$ cat src/qsu_pkg.sv
// ----------------------------------------------------------------------------
// qsu_pkg: shared types and helpers for the quoted string unescaper
// Result batch layout, UTF-8 encoding and hex digit decoding.
// ----------------------------------------------------------------------------
`default_nettype none

package qsu_pkg;

    localparam int NUM_SLOTS = 6;
    localparam int OUT_LEN_W = 16;

    // results produced by one input item, oldest in slot 0
    typedef struct packed {
        logic [NUM_SLOTS-1:0][7:0] bytes;
        logic [2:0]                count;
        logic                      is_end;
        logic                      error;
        logic [OUT_LEN_W-1:0]      length;
    } qsu_batch_t;

    typedef struct packed {
        logic [3:0][7:0] bytes;
        logic [2:0]      count;
    } qsu_utf8_t;

    typedef struct packed {
        logic       ok;
        logic [3:0] value;
    } qsu_hex_t;

    function automatic qsu_utf8_t utf8_enc(input logic [20:0] v);
        qsu_utf8_t r;
        r = '0;
        if (v < 21'h80) begin
            r.bytes[0] = v[7:0];
            r.count    = 3'd1;
        end
        else if (v < 21'h800) begin
            r.bytes[0] = {3'b110, v[10:6]};
            r.bytes[1] = {2'b10, v[5:0]};
            r.count    = 3'd2;
        end
        else if (v < 21'h10000) begin
            r.bytes[0] = {4'b1110, v[15:12]};
            r.bytes[1] = {2'b10, v[11:6]};
            r.bytes[2] = {2'b10, v[5:0]};
            r.count    = 3'd3;
        end
        else begin
            r.bytes[0] = {5'b11110, v[20:18]};
            r.bytes[1] = {2'b10, v[17:12]};
            r.bytes[2] = {2'b10, v[11:6]};
            r.bytes[3] = {2'b10, v[5:0]};
            r.count    = 3'd4;
        end
        return r;
    endfunction

    function automatic qsu_hex_t hex_dec(input logic [7:0] c);
        qsu_hex_t r;
        r = '0;
        if (c >= 8'h30 && c <= 8'h39) begin
            r.ok    = 1'b1;
            r.value = 4'(c - 8'h30);
        end
        else if (c >= 8'h61 && c <= 8'h66) begin
            r.ok    = 1'b1;
            r.value = 4'(c - 8'h57);
        end
        else if (c >= 8'h41 && c <= 8'h46) begin
            r.ok    = 1'b1;
            r.value = 4'(c - 8'h37);
        end
        return r;
    endfunction

endpackage

`default_nettype wire

$ cat src/qsu_in_stage.sv
// ----------------------------------------------------------------------------
// qsu_in_stage: input register
// Holds one accepted item until the decoder can hand its results on.
// ----------------------------------------------------------------------------
`default_nettype none

module qsu_in_stage
(
    input  wire logic       clk,
    input  wire logic       rst_n,
    input  wire logic       in_valid,
    output logic            in_ready,
    input  wire logic [7:0] in_byte,
    input  wire logic       in_last,
    input  wire logic       space,
    output logic            fire,
    output logic [7:0]      cur_byte,
    output logic            cur_last
);

    logic       valid_reg;
    logic       valid_next;
    logic [7:0] byte_reg;
    logic       last_reg;

    assign fire     = valid_reg && space;
    assign in_ready = !valid_reg || fire;
    assign cur_byte = byte_reg;
    assign cur_last = last_reg;

    always_comb
    begin
        valid_next = valid_reg;
        if (in_valid && in_ready)
        begin
            valid_next = 1'b1;
        end
        else if (fire)
        begin
            valid_next = 1'b0;
        end
    end

    always_ff @(posedge clk or negedge rst_n)
    begin
        if (!rst_n)
        begin
            valid_reg <= 1'b0;
        end
        else
        begin
            valid_reg <= valid_next;
        end
    end

    always_ff @(posedge clk)
    begin
        if (in_valid && in_ready)
        begin
            byte_reg <= in_byte;
            last_reg <= in_last;
        end
    end

endmodule

`default_nettype wire

$ cat src/qsu_decoder.sv
// ----------------------------------------------------------------------------
// qsu_decoder: escape decoder and token state
// Decodes one item into a batch of results and advances the parse state.
// ----------------------------------------------------------------------------
`default_nettype none

module qsu_decoder
    import qsu_pkg::*;
#(
    parameter int LEN_BITS = 16
)
(
    input  wire logic       clk,
    input  wire logic       rst_n,
    input  wire logic       fire,
    input  wire logic [7:0] cur_byte,
    input  wire logic       cur_last,
    output qsu_batch_t      batch
);

    localparam logic [3:0] PH_IDLE     = 4'd0;
    localparam logic [3:0] PH_BODY     = 4'd1;
    localparam logic [3:0] PH_ESC      = 4'd2;
    localparam logic [3:0] PH_HEXX     = 4'd3;
    localparam logic [3:0] PH_HEXU     = 4'd4;
    localparam logic [3:0] PH_HELD     = 4'd5;
    localparam logic [3:0] PH_HELD_ESC = 4'd6;
    localparam logic [3:0] PH_HELD_U   = 4'd7;
    localparam logic [3:0] PH_HELD_BAD = 4'd8;
    localparam logic [3:0] PH_FAILED   = 4'd9;

    localparam logic [7:0] CH_DQUOTE = 8'h22;
    localparam logic [7:0] CH_SQUOTE = 8'h27;
    localparam logic [7:0] CH_BQUOTE = 8'h60;
    localparam logic [7:0] CH_BSLASH = 8'h5c;
    localparam logic [7:0] CH_SLASH  = 8'h2f;
    localparam logic [7:0] CH_ZERO   = 8'h30;
    localparam logic [7:0] CH_B      = 8'h62;
    localparam logic [7:0] CH_T      = 8'h74;
    localparam logic [7:0] CH_N      = 8'h6e;
    localparam logic [7:0] CH_F      = 8'h66;
    localparam logic [7:0] CH_R      = 8'h72;
    localparam logic [7:0] CH_E      = 8'h65;
    localparam logic [7:0] CH_X      = 8'h78;
    localparam logic [7:0] CH_U      = 8'h75;

    localparam logic [1:0] ESC_LIT = 2'd0;
    localparam logic [1:0] ESC_X   = 2'd1;
    localparam logic [1:0] ESC_U   = 2'd2;
    localparam logic [1:0] ESC_BAD = 2'd3;

    localparam int WIDE_W = (LEN_BITS > OUT_LEN_W) ? LEN_BITS : OUT_LEN_W;
    localparam logic [LEN_BITS:0] COUNT_MAX = {1'b0, {LEN_BITS{1'b1}}};

    logic [7:0]          quote_reg,     quote_next;
    logic [3:0]          phase_reg,     phase_next;
    logic [15:0]         acc_reg,       acc_next;
    logic [2:0]          digits_reg,    digits_next;
    logic [9:0]          held_reg,      held_next;
    logic                held_flag_reg, held_flag_next;
    logic                failed_reg,    failed_next;
    logic [LEN_BITS-1:0] count_reg,     count_next;

    logic [1:0]  esc_kind;
    logic [7:0]  esc_byte;
    qsu_hex_t    hv;
    logic [15:0] acc_shift;
    logic [2:0]  digits_inc;
    qsu_utf8_t   enc_held;
    qsu_utf8_t   enc_b;
    logic [20:0] b_cp;
    logic [20:0] merged_cp;
    logic        is_quote;

    assign hv         = hex_dec(cur_byte);
    assign acc_shift  = {acc_reg[11:0], hv.value};
    assign digits_inc = digits_reg + 3'd1;
    assign enc_held   = utf8_enc({5'd0, 6'b110110, held_reg});
    assign merged_cp  = 21'h10000 + {1'b0, held_reg, acc_shift[9:0]};
    assign b_cp       = (phase_reg == PH_HELD_U && acc_shift >= 16'hdc00 && acc_shift < 16'he000)
                        ? merged_cp : {5'd0, acc_shift};
    assign enc_b      = utf8_enc(b_cp);
    assign is_quote   = cur_byte == CH_DQUOTE || cur_byte == CH_SQUOTE
                        || cur_byte == CH_BQUOTE;

    always_comb
    begin
        esc_kind = ESC_LIT;
        esc_byte = cur_byte;
        case (cur_byte)
            CH_BSLASH, CH_DQUOTE, CH_SQUOTE, CH_BQUOTE, CH_SLASH: esc_byte = cur_byte;
            CH_ZERO: esc_byte = 8'h00;
            CH_B:    esc_byte = 8'h08;
            CH_T:    esc_byte = 8'h09;
            CH_N:    esc_byte = 8'h0a;
            CH_F:    esc_byte = 8'h0c;
            CH_R:    esc_byte = 8'h0d;
            CH_E:    esc_byte = 8'h1b;
            CH_X:    esc_kind = ESC_X;
            CH_U:    esc_kind = ESC_U;
            default: esc_kind = ESC_BAD;
        endcase
    end

    always_comb
    begin
        logic                a_en;
        logic                b_raw;
        logic                b_enc;
        logic [7:0]          raw_byte;
        logic                end_en;
        logic                err;
        logic                do_esc;
        logic [3:0][7:0]     b_bytes;
        logic [2:0]          na;
        logic [2:0]          nb;
        logic [2:0]          j;
        logic [LEN_BITS:0]   sum;
        logic [LEN_BITS-1:0] sat;
        logic [WIDE_W-1:0]   sat_w;

        quote_next     = quote_reg;
        phase_next     = phase_reg;
        acc_next       = acc_reg;
        digits_next    = digits_reg;
        held_next      = held_reg;
        held_flag_next = held_flag_reg;
        failed_next    = failed_reg;
        a_en           = 1'b0;
        b_raw          = 1'b0;
        b_enc          = 1'b0;
        raw_byte       = cur_byte;
        end_en         = 1'b0;
        err            = failed_reg;
        do_esc         = 1'b0;

        if (cur_last)
        begin
            end_en = 1'b1;
            if (!failed_reg)
            begin
                if (phase_reg == PH_IDLE || cur_byte != quote_reg)
                begin
                    err = 1'b1;
                end
                else
                begin
                    a_en = held_flag_reg;
                    if (phase_reg != PH_BODY && phase_reg != PH_HELD)
                    begin
                        err = 1'b1;
                    end
                end
            end
        end
        else if (!failed_reg)
        begin
            case (phase_reg)
                PH_IDLE:
                begin
                    if (is_quote)
                    begin
                        quote_next = cur_byte;
                        phase_next = PH_BODY;
                    end
                    else
                    begin
                        failed_next = 1'b1;
                        phase_next  = PH_FAILED;
                    end
                end
                PH_BODY:
                begin
                    if (cur_byte == CH_BSLASH)
                    begin
                        phase_next = PH_ESC;
                    end
                    else
                    begin
                        b_raw = 1'b1;
                    end
                end
                PH_ESC:
                begin
                    do_esc = 1'b1;
                end
                PH_HEXX, PH_HEXU:
                begin
                    if (!hv.ok)
                    begin
                        failed_next = 1'b1;
                        phase_next  = PH_FAILED;
                    end
                    else
                    begin
                        acc_next    = acc_shift;
                        digits_next = digits_inc;
                        if (phase_reg == PH_HEXX && digits_inc >= 3'd2)
                        begin
                            b_raw      = 1'b1;
                            raw_byte   = acc_shift[7:0];
                            phase_next = PH_BODY;
                        end
                        else if (phase_reg == PH_HEXU && digits_inc >= 3'd4)
                        begin
                            if (acc_shift >= 16'hd800 && acc_shift < 16'hdc00)
                            begin
                                held_next      = acc_shift[9:0];
                                held_flag_next = 1'b1;
                                phase_next     = PH_HELD;
                            end
                            else
                            begin
                                b_enc      = 1'b1;
                                phase_next = PH_BODY;
                            end
                        end
                    end
                end
                PH_HELD:
                begin
                    if (cur_byte == CH_BSLASH)
                    begin
                        phase_next = PH_HELD_ESC;
                    end
                    else
                    begin
                        a_en           = 1'b1;
                        held_next      = '0;
                        held_flag_next = 1'b0;
                        b_raw          = 1'b1;
                        phase_next     = PH_BODY;
                    end
                end
                PH_HELD_ESC:
                begin
                    if (cur_byte == CH_U)
                    begin
                        acc_next    = '0;
                        digits_next = '0;
                        phase_next  = PH_HELD_U;
                    end
                    else
                    begin
                        a_en           = 1'b1;
                        held_next      = '0;
                        held_flag_next = 1'b0;
                        do_esc         = 1'b1;
                    end
                end
                PH_HELD_U:
                begin
                    if (!hv.ok)
                    begin
                        if (digits_reg[1:0] == 2'd3)
                        begin
                            failed_next    = 1'b1;
                            held_flag_next = 1'b0;
                            phase_next     = PH_FAILED;
                        end
                        else
                        begin
                            digits_next = 3'd3 - {1'b0, digits_reg[1:0]};
                            phase_next  = PH_HELD_BAD;
                        end
                    end
                    else
                    begin
                        acc_next    = acc_shift;
                        digits_next = digits_inc;
                        if (digits_inc >= 3'd4)
                        begin
                            held_next      = '0;
                            held_flag_next = 1'b0;
                            phase_next     = PH_BODY;
                            if (acc_shift >= 16'hdc00 && acc_shift < 16'he000)
                            begin
                                b_enc = 1'b1;
                            end
                            else
                            begin
                                a_en = 1'b1;
                                if (acc_shift >= 16'hd800 && acc_shift < 16'hdc00)
                                begin
                                    held_next      = acc_shift[9:0];
                                    held_flag_next = 1'b1;
                                    phase_next     = PH_HELD;
                                end
                                else
                                begin
                                    b_enc = 1'b1;
                                end
                            end
                        end
                    end
                end
                PH_HELD_BAD:
                begin
                    if (digits_reg <= 3'd1)
                    begin
                        digits_next    = '0;
                        failed_next    = 1'b1;
                        held_flag_next = 1'b0;
                        phase_next     = PH_FAILED;
                    end
                    else
                    begin
                        digits_next = digits_reg - 3'd1;
                    end
                end
                default:
                begin
                    phase_next = phase_reg;
                end
            endcase

            if (do_esc)
            begin
                case (esc_kind)
                    ESC_LIT:
                    begin
                        b_raw      = 1'b1;
                        raw_byte   = esc_byte;
                        phase_next = PH_BODY;
                    end
                    ESC_X:
                    begin
                        acc_next    = '0;
                        digits_next = '0;
                        phase_next  = PH_HEXX;
                    end
                    ESC_U:
                    begin
                        acc_next    = '0;
                        digits_next = '0;
                        phase_next  = PH_HEXU;
                    end
                    default:
                    begin
                        failed_next    = 1'b1;
                        held_flag_next = 1'b0;
                        phase_next     = PH_FAILED;
                    end
                endcase
            end
        end

        // assemble the batch: held surrogate first, then the new bytes, then end
        na      = a_en ? 3'd3 : 3'd0;
        b_bytes = '0;
        nb      = 3'd0;
        if (b_raw)
        begin
            b_bytes[0] = raw_byte;
            nb         = 3'd1;
        end
        else if (b_enc)
        begin
            b_bytes = enc_b.bytes;
            nb      = enc_b.count;
        end

        batch = '0;
        for (int i = 0; i < NUM_SLOTS; i++)
        begin
            j = 3'(i) - na;
            if (a_en && 3'(i) < 3'd3)
            begin
                batch.bytes[i] = enc_held.bytes[i[1:0]];
            end
            else if (j < nb)
            begin
                batch.bytes[i] = b_bytes[j[1:0]];
            end
        end
        batch.count  = na + nb + {2'd0, end_en};
        batch.is_end = end_en;
        batch.error  = err;

        sum = {1'b0, count_reg} + (LEN_BITS+1)'(na + nb);
        sat = (sum > COUNT_MAX) ? COUNT_MAX[LEN_BITS-1:0] : sum[LEN_BITS-1:0];
        sat_w = WIDE_W'(sat);
        batch.length = (sat_w > WIDE_W'(16'hffff)) ? 16'hffff : sat_w[OUT_LEN_W-1:0];
        count_next   = sat;

        if (end_en)
        begin
            quote_next     = '0;
            phase_next     = PH_IDLE;
            acc_next       = '0;
            digits_next    = '0;
            held_next      = '0;
            held_flag_next = 1'b0;
            failed_next    = 1'b0;
            count_next     = '0;
        end
    end

    always_ff @(posedge clk or negedge rst_n)
    begin
        if (!rst_n)
        begin
            quote_reg     <= '0;
            phase_reg     <= PH_IDLE;
            acc_reg       <= '0;
            digits_reg    <= '0;
            held_reg      <= '0;
            held_flag_reg <= 1'b0;
            failed_reg    <= 1'b0;
            count_reg     <= '0;
        end
        else if (fire)
        begin
            quote_reg     <= quote_next;
            phase_reg     <= phase_next;
            acc_reg       <= acc_next;
            digits_reg    <= digits_next;
            held_reg      <= held_next;
            held_flag_reg <= held_flag_next;
            failed_reg    <= failed_next;
            count_reg     <= count_next;
        end
    end

    a_held_phase: assert property (@(posedge clk) disable iff (!rst_n)
        held_flag_reg |-> (phase_reg == PH_HELD || phase_reg == PH_HELD_ESC
                           || phase_reg == PH_HELD_U || phase_reg == PH_HELD_BAD))
        else $error("held surrogate outside a held phase");

    a_failed_phase: assert property (@(posedge clk) disable iff (!rst_n)
        failed_reg |-> (phase_reg == PH_FAILED && !held_flag_reg))
        else $error("failed token not parked");

    a_end_resets: assert property (@(posedge clk) disable iff (!rst_n)
        (fire && cur_last) |=> (phase_reg == PH_IDLE && count_reg == '0))
        else $error("end item did not reset token state");

endmodule

`default_nettype wire

$ cat src/qsu_out_stage.sv
// ----------------------------------------------------------------------------
// qsu_out_stage: result register and drain
// Holds one batch and presents its results one item per cycle while out_ready is high.
// ----------------------------------------------------------------------------
`default_nettype none

module qsu_out_stage
    import qsu_pkg::*;
(
    input  wire logic        clk,
    input  wire logic        rst_n,
    input  wire logic        fire,
    input  wire qsu_batch_t  batch,
    output logic             space,
    output logic             out_valid,
    input  wire logic        out_ready,
    output logic [7:0]       out_byte,
    output logic             out_is_end,
    output logic             out_error,
    output logic [15:0]      out_length,
    output logic             out_step_last
);

    logic [NUM_SLOTS-1:0][7:0] bytes_reg;
    logic [2:0]                rem_reg;
    logic [2:0]                rem_next;
    logic                      end_reg;
    logic                      err_reg;
    logic [OUT_LEN_W-1:0]      len_reg;
    logic                      take;

    assign out_valid     = rem_reg != 3'd0;
    assign take          = out_valid && out_ready;
    assign space         = (rem_reg == 3'd0) || (rem_reg == 3'd1 && out_ready);
    assign out_byte      = bytes_reg[0];
    assign out_step_last = rem_reg == 3'd1;
    assign out_is_end    = end_reg && out_step_last;
    assign out_error     = out_is_end && err_reg;
    assign out_length    = out_is_end ? len_reg : '0;

    always_comb
    begin
        rem_next = rem_reg;
        if (fire)
        begin
            rem_next = batch.count;
        end
        else if (take)
        begin
            rem_next = rem_reg - 3'd1;
        end
    end

    always_ff @(posedge clk or negedge rst_n)
    begin
        if (!rst_n)
        begin
            rem_reg <= '0;
        end
        else
        begin
            rem_reg <= rem_next;
        end
    end

    always_ff @(posedge clk)
    begin
        if (fire)
        begin
            bytes_reg <= batch.bytes;
            end_reg   <= batch.is_end;
            err_reg   <= batch.error;
            len_reg   <= batch.length;
        end
        else if (take)
        begin
            bytes_reg <= bytes_reg >> 8;
        end
    end

    a_rem_range: assert property (@(posedge clk) disable iff (!rst_n)
        rem_reg <= 3'(NUM_SLOTS))
        else $error("result count out of range");

    a_load_when_free: assert property (@(posedge clk) disable iff (!rst_n)
        fire |-> (rem_reg == 3'd0 || (rem_reg == 3'd1 && out_ready)))
        else $error("batch loaded over pending results");

endmodule

`default_nettype wire

$ cat src/quoted_string_unescaper.sv
// An accepted item waits in the input register until the result register can take its
// results. Throughput: one item per cycle while each item gives at most one result and
// out_ready is high; an item giving more results holds the input while they drain.
// The decode logic sits between the input register and the result register.
// Reset: rst_n clears all token state; the block then awaits an opening quote.
// ----------------------------------------------------------------------------
// quoted_string_unescaper: top level
// Input register, escape decoder and result drain for quoted string tokens.
// ----------------------------------------------------------------------------
`default_nettype none

module quoted_string_unescaper
    import qsu_pkg::*;
#(
    parameter int LEN_BITS = 16
)
(
    input  wire logic        clk,
    input  wire logic        rst_n,
    input  wire logic        in_valid,
    output logic             in_ready,
    input  wire logic [7:0]  in_byte,
    input  wire logic        in_last,
    output logic             out_valid,
    input  wire logic        out_ready,
    output logic [7:0]       out_byte,
    output logic             out_is_end,
    output logic             out_error,
    output logic [15:0]      out_length,
    output logic             out_step_last
);

    logic       space;
    logic       fire;
    logic [7:0] cur_byte;
    logic       cur_last;
    qsu_batch_t batch;

    qsu_in_stage u_in
    (
        .clk      (clk),
        .rst_n    (rst_n),
        .in_valid (in_valid),
        .in_ready (in_ready),
        .in_byte  (in_byte),
        .in_last  (in_last),
        .space    (space),
        .fire     (fire),
        .cur_byte (cur_byte),
        .cur_last (cur_last)
    );

    qsu_decoder #(.LEN_BITS(LEN_BITS)) u_dec
    (
        .clk      (clk),
        .rst_n    (rst_n),
        .fire     (fire),
        .cur_byte (cur_byte),
        .cur_last (cur_last),
        .batch    (batch)
    );

    qsu_out_stage u_out
    (
        .clk           (clk),
        .rst_n         (rst_n),
        .fire          (fire),
        .batch         (batch),
        .space         (space),
        .out_valid     (out_valid),
        .out_ready     (out_ready),
        .out_byte      (out_byte),
        .out_is_end    (out_is_end),
        .out_error     (out_error),
        .out_length    (out_length),
        .out_step_last (out_step_last)
    );

endmodule

`default_nettype wire

$ cat config.mk
export PLATFORM = sky130hd
export DESIGN_NAME = quoted_string_unescaper
export DESIGN_NICKNAME = d
export VERILOG_FILES = /design/src/qsu_pkg.sv /design/src/qsu_in_stage.sv /design/src/qsu_decoder.sv /design/src/qsu_out_stage.sv /design/src/quoted_string_unescaper.sv
export SDC_FILE = /design/constraint.sdc
export NUM_CORES = 1
export LEC_CHECK = 0
export ABC_AREA = 1
export BUFFER_PORTS_ARGS = -buffer_cell sky130_fd_sc_hd__buf_2
export CAP_MARGIN = 0
export CORE_ASPECT_RATIO = 0.6
export CORE_MARGIN = 2
export CORE_UTILIZATION = 38
export DETAILED_ROUTE_END_ITERATION = 6
export GPL_ROUTABILITY_DRIVEN = 0
export HOLD_SLACK_MARGIN = 0.15
export PLACE_DENSITY_LB_ADDON = 0.05
export SLEW_MARGIN = 10
export SYNTH_ARGS = -nofsm -noshare
export SYNTH_HDL_FRONTEND = slang
export SYNTH_SLANG_ARGS = --single-unit
export TNS_END_PERCENT = 10
$ cat constraint.sdc
create_clock -name clk -period 5.5 [get_ports clk]
set_input_delay 0.825 -clock clk [delete_from_list [all_inputs] [get_ports clk]]
set_output_delay 0.825 -clock clk [all_outputs]
set_load 0.01 [all_outputs]
==> metrics.csv <==
stage,metric,value,unit
sta,max_freq,196,MHz
worst_setup_path,path_common_cell,nand2_1,
sta,relSlewSlack,33.2,%
grt,grt_max_degree,60,
grt,antenna_found_initial,0,
sta,holdWs,0.492,ns
power_and_ir_drop,power.density,448,nW/um2
layout,largest_register_ffs,40,
layout,fin_nets,1325,
layout,syn_to_final_growth,15.0,%
flow_run,maxCapViolCount,0,
power_and_ir_drop,p_leak,4.89,nW
routing,first_pass_iters,5,
clock_tree,clockBufferDepth,2,
layout,design_area,10400,um2
worst_setup_path,max_stage_delay,0.47,ns
grt,grt_first_pass_wirelength,45.7,mm
sta,finalClockSkew,0.0174,ns
clock_tree,holdBufCountCts,0,
worst_setup_path,worstPathMaxFanout,6,
synthesis,synth_area_leader_cell,edfxtp_1,
sta,fin_crit_sh,92.7,%
grt,grt_pass1_vias,7427,
floorplanning,io_pins,42,
worst_setup_path,critPathTopFamily,simple AND/OR/NAND/NOR gates,
floorplanning,start_util,39.0,%
synthesis,ys_seq_area_share,41.1,%
clock_tree,clockRootBuffer,clkbuf_16,
layout,fillers,2403,
worst_setup_path,endpoint_kind,register,
clock_tree,clkTransAtPathRegs,0.06,ns
sta,fin_ws,0.404,ns
synthesis,synth_cell_types,50,
place,post-place-ws,0.0792,ns
worst_setup_path,slowest_stage,edfxtp_1,
floorplanning,coreArea,23300,um2
worst_setup_path,required,5.69,ns
floorplanning,core.rowCount,43,
routing,detail-route-antenna-nets,0,
power_and_ir_drop,irDropWorstVdd,0.228,mV
synthesis,ys_ff_latch,134,
worst_setup_path,worstSetupStartpointType,register,
grt,grt-ovfl-total,0,
floorplanning,dieWidth,204,um
floorplanning,fp.dieArea,25200,um2
routing,post_drt_wl_per_cell,18.4,um
routing,drt_wl_total,29.5,mm
clock_tree,cts-htree-levels,4,
synthesis,synth.area.top_cells,"edfxtp_1, dfrtp_1, nand2_1",
sta,period_minus_slack,5.10,ns
sta,tns,0,ns
sta,rsz0062_at_grt,false,
routing,drc,0,
routing,via_count,8418,
layout,diodes,0,
worst_setup_path,cp.buffers_inverters,4,
sta,slew_violations,0,
synthesis,synth_area,9070,um2
grt,track_usage,24.6,%
layout,layout-drive-gt1-share,14.3,%
clock_tree,cts_tree,built,
layout,instances_no_fill,1606,
status,status,"complete, no violations",
place,postPlaceCellArea,9740,um2
sta,tightest_slew,0.998,ns
synthesis,synthesis.area_per_instance,7.48,um2
sta,setup_viol,0,
synthesis,yosysTopAreaCellShare,24.8,%
clock_tree,cts_made_buffers,17,
synthesis,synth_cells,1213,
synthesis,yosys_warnings,0,
routing,drt_iter0_markers,1056,
place,dp_cells,1569,
floorplanning,die_h,124,um
clock_tree,cts_sinks,134,
place,hpwlAfterDp,22.7,mm
worst_hold_path,hold_class,register to register,
clock_tree,insertion_delay,0.45,ns
sta,hold_viol_final,0,
place,portBuffers,41,
worst_setup_path,cp.arrival,5.29,ns
worst_setup_path,crit_type,register to register,
synthesis,synth_fp_nets,1260,
routing,vias_per_cell,5.24,
## logic make-up (layout without fill, tap and decap cells)
| family | Yosys count | in the layout | share of synthesized area, % |
|---|---|---|---|
| other cells | 1 | 1 | 0.0413 |
| xor+xnor | 22 | 22 | 2.12 |
| buf+inv | 210 | 288 | 9.28 |
| fa+ha+maj | 34 | 34 | 5.02 |
| compound gates | 191 | 191 | 12.1 |
| flops | 134 | 134 | 41.1 |
| simple gates | 621 | 621 | 30.3 |
## path summary, 6_finish.rpt
check / start / depth (start not counted) / slack (ns) / to
min in group asynchronous: rst_n / 2 / 0.54 / u_dec.quote_reg[2]
worst min register to register: u_dec.quote_reg[3] / 2 / 0.49 / u_dec.quote_reg[3]
worst max-delay path: u_in.cur_byte[0] / 25 / 0.40 / u_out.len_reg[12]
worst min-delay path: u_dec.quote_reg[3] / 2 / 0.49 / u_dec.quote_reg[3]
max in group asynchronous: rst_n / 2 / 4.33 / u_dec.count_reg[15]
worst max register to register: u_in.cur_byte[0] / 25 / 0.40 / u_out.len_reg[12]
## final cells by class
class	count	area [um2]	area share, %
timing repair buffer	74	453	4.34
clock buffer	21	482	4.62
clock inverter	11	145	1.39
sequential	134	3730	35.7
tap	315	394	3.78
multi-input combinational	869	4540	43.6
inverter	182	686	6.57
## stage by stage
| stage | power [mW] | util (%) |
|---|---|---|
| 3_3_place_gp | 3.45 | 41.8 |
| 6_report | 4.67 | 44.8 |
| 4_1_cts | 4.67 | 44.5 |
| 3_5_place_dp | 3.42 | 41.8 |
| 2_1_floorplan | 2.82 | - |
| 5_1_grt | 4.99 | 44.8 |
## cells in the final DEF, fill, tap and decap left out, types with 16 or more instances in the layout
master,synthesis,routed
o21ai_1,15,16
nand4_1,24,24
buf_4,10,33
nand3_1,90,88
o22ai_1,17,17
a21oi_1,41,41
nand2_2,18,19
inv_2,20,22
inv_1,161,159
edfxtp_1,75,75
buf_2,5,41
ha_1,30,30
dfrtp_1,59,59
clkbuf_16,0,18
nor2_1,130,126
o21ai_0,78,77
nand2_1,325,324
## repair_timing
| item | 4_1_cts | 5_1_grt |
|---|---|---|
| buffers inserted | 0 | 5 |
| resized for setup | 0 | 10 |
| setup endpoints to repair | 0 | 32 |
## per-layer routing
| metal | part of all wire [%] | track usage (%) | vias up | wire (um) |
|---|---|---|---|---|
| met3 | 11 | 7.85 | 21 | 3230 |
| li1 | - | - | 4097 | - |
| met5 | 0 | 0 | - | 0 |
| met2 | 34 | 28.1 | 357 | 10100 |
| met4 | 0.77 | 4.88 | 0 | 228 |
| met1 | 54 | 41.7 | 3943 | 16000 |
## power breakdown
part | total [mW] | leakage [nW] | switching [mW] | internal, mW
registers | 1.59 | 1.56 | 0.125 | 1.46
clock network | 1.23 | 0.301 | 0.465 | 0.763
logic | 1.86 | 3.03 | 1.33 | 0.528
## worst reg2reg max path, cell delays in order (launching register included)
cell and delay, ns:
edfxtp_1 0.47, inv_1 0.20, ha_1 0.25, nand2_1 0.08, o21ai_0 0.25, nand2_1 0.08, nand2_1 0.09, nand3_2 0.16
nand2_2 0.19, nor2_4 0.07, buf_4 0.16, o21ai_0 0.10, nand2_2 0.15, ha_1 0.24, inv_1 0.09, fa_1 0.45
fa_1 0.44, o21ai_1 0.24, nand2_1 0.10, nor2_2 0.15, nand4_1 0.27, nor2_2 0.24, nand3_1 0.09, o21a_1 0.12
nor2_1 0.11, inv_1 0.07
## synthesized netlist by cell type, drive strengths merged
| master | number |
|---|---|
| o221ai | 1 |
| nor2 | 147 |
| a21oi | 44 |
| edfxtp | 75 |
| nor4 | 1 |
| o21bai | 2 |
| nand2 | 344 |
| nand3b | 1 |
| dfrtp | 59 |
| xnor2 | 8 |
| nand4 | 24 |
| xor2 | 14 |
| a22oi | 2 |
| fa | 4 |
| nand3 | 96 |
| conb | 1 |
| a31oi | 4 |
| buf | 20 |
| clkbuf | 8 |
| o31ai | 1 |
| o22ai | 17 |
| o211ai | 10 |
| a41oi | 1 |
| inv | 182 |
| o2111ai | 4 |
| o21a | 2 |
| a22o | 7 |
| nor3 | 7 |
| o21ai | 95 |
| ha | 30 |
| a211oi | 1 |
| and3 | 1 |
Power figures use the tool's default switching activity.
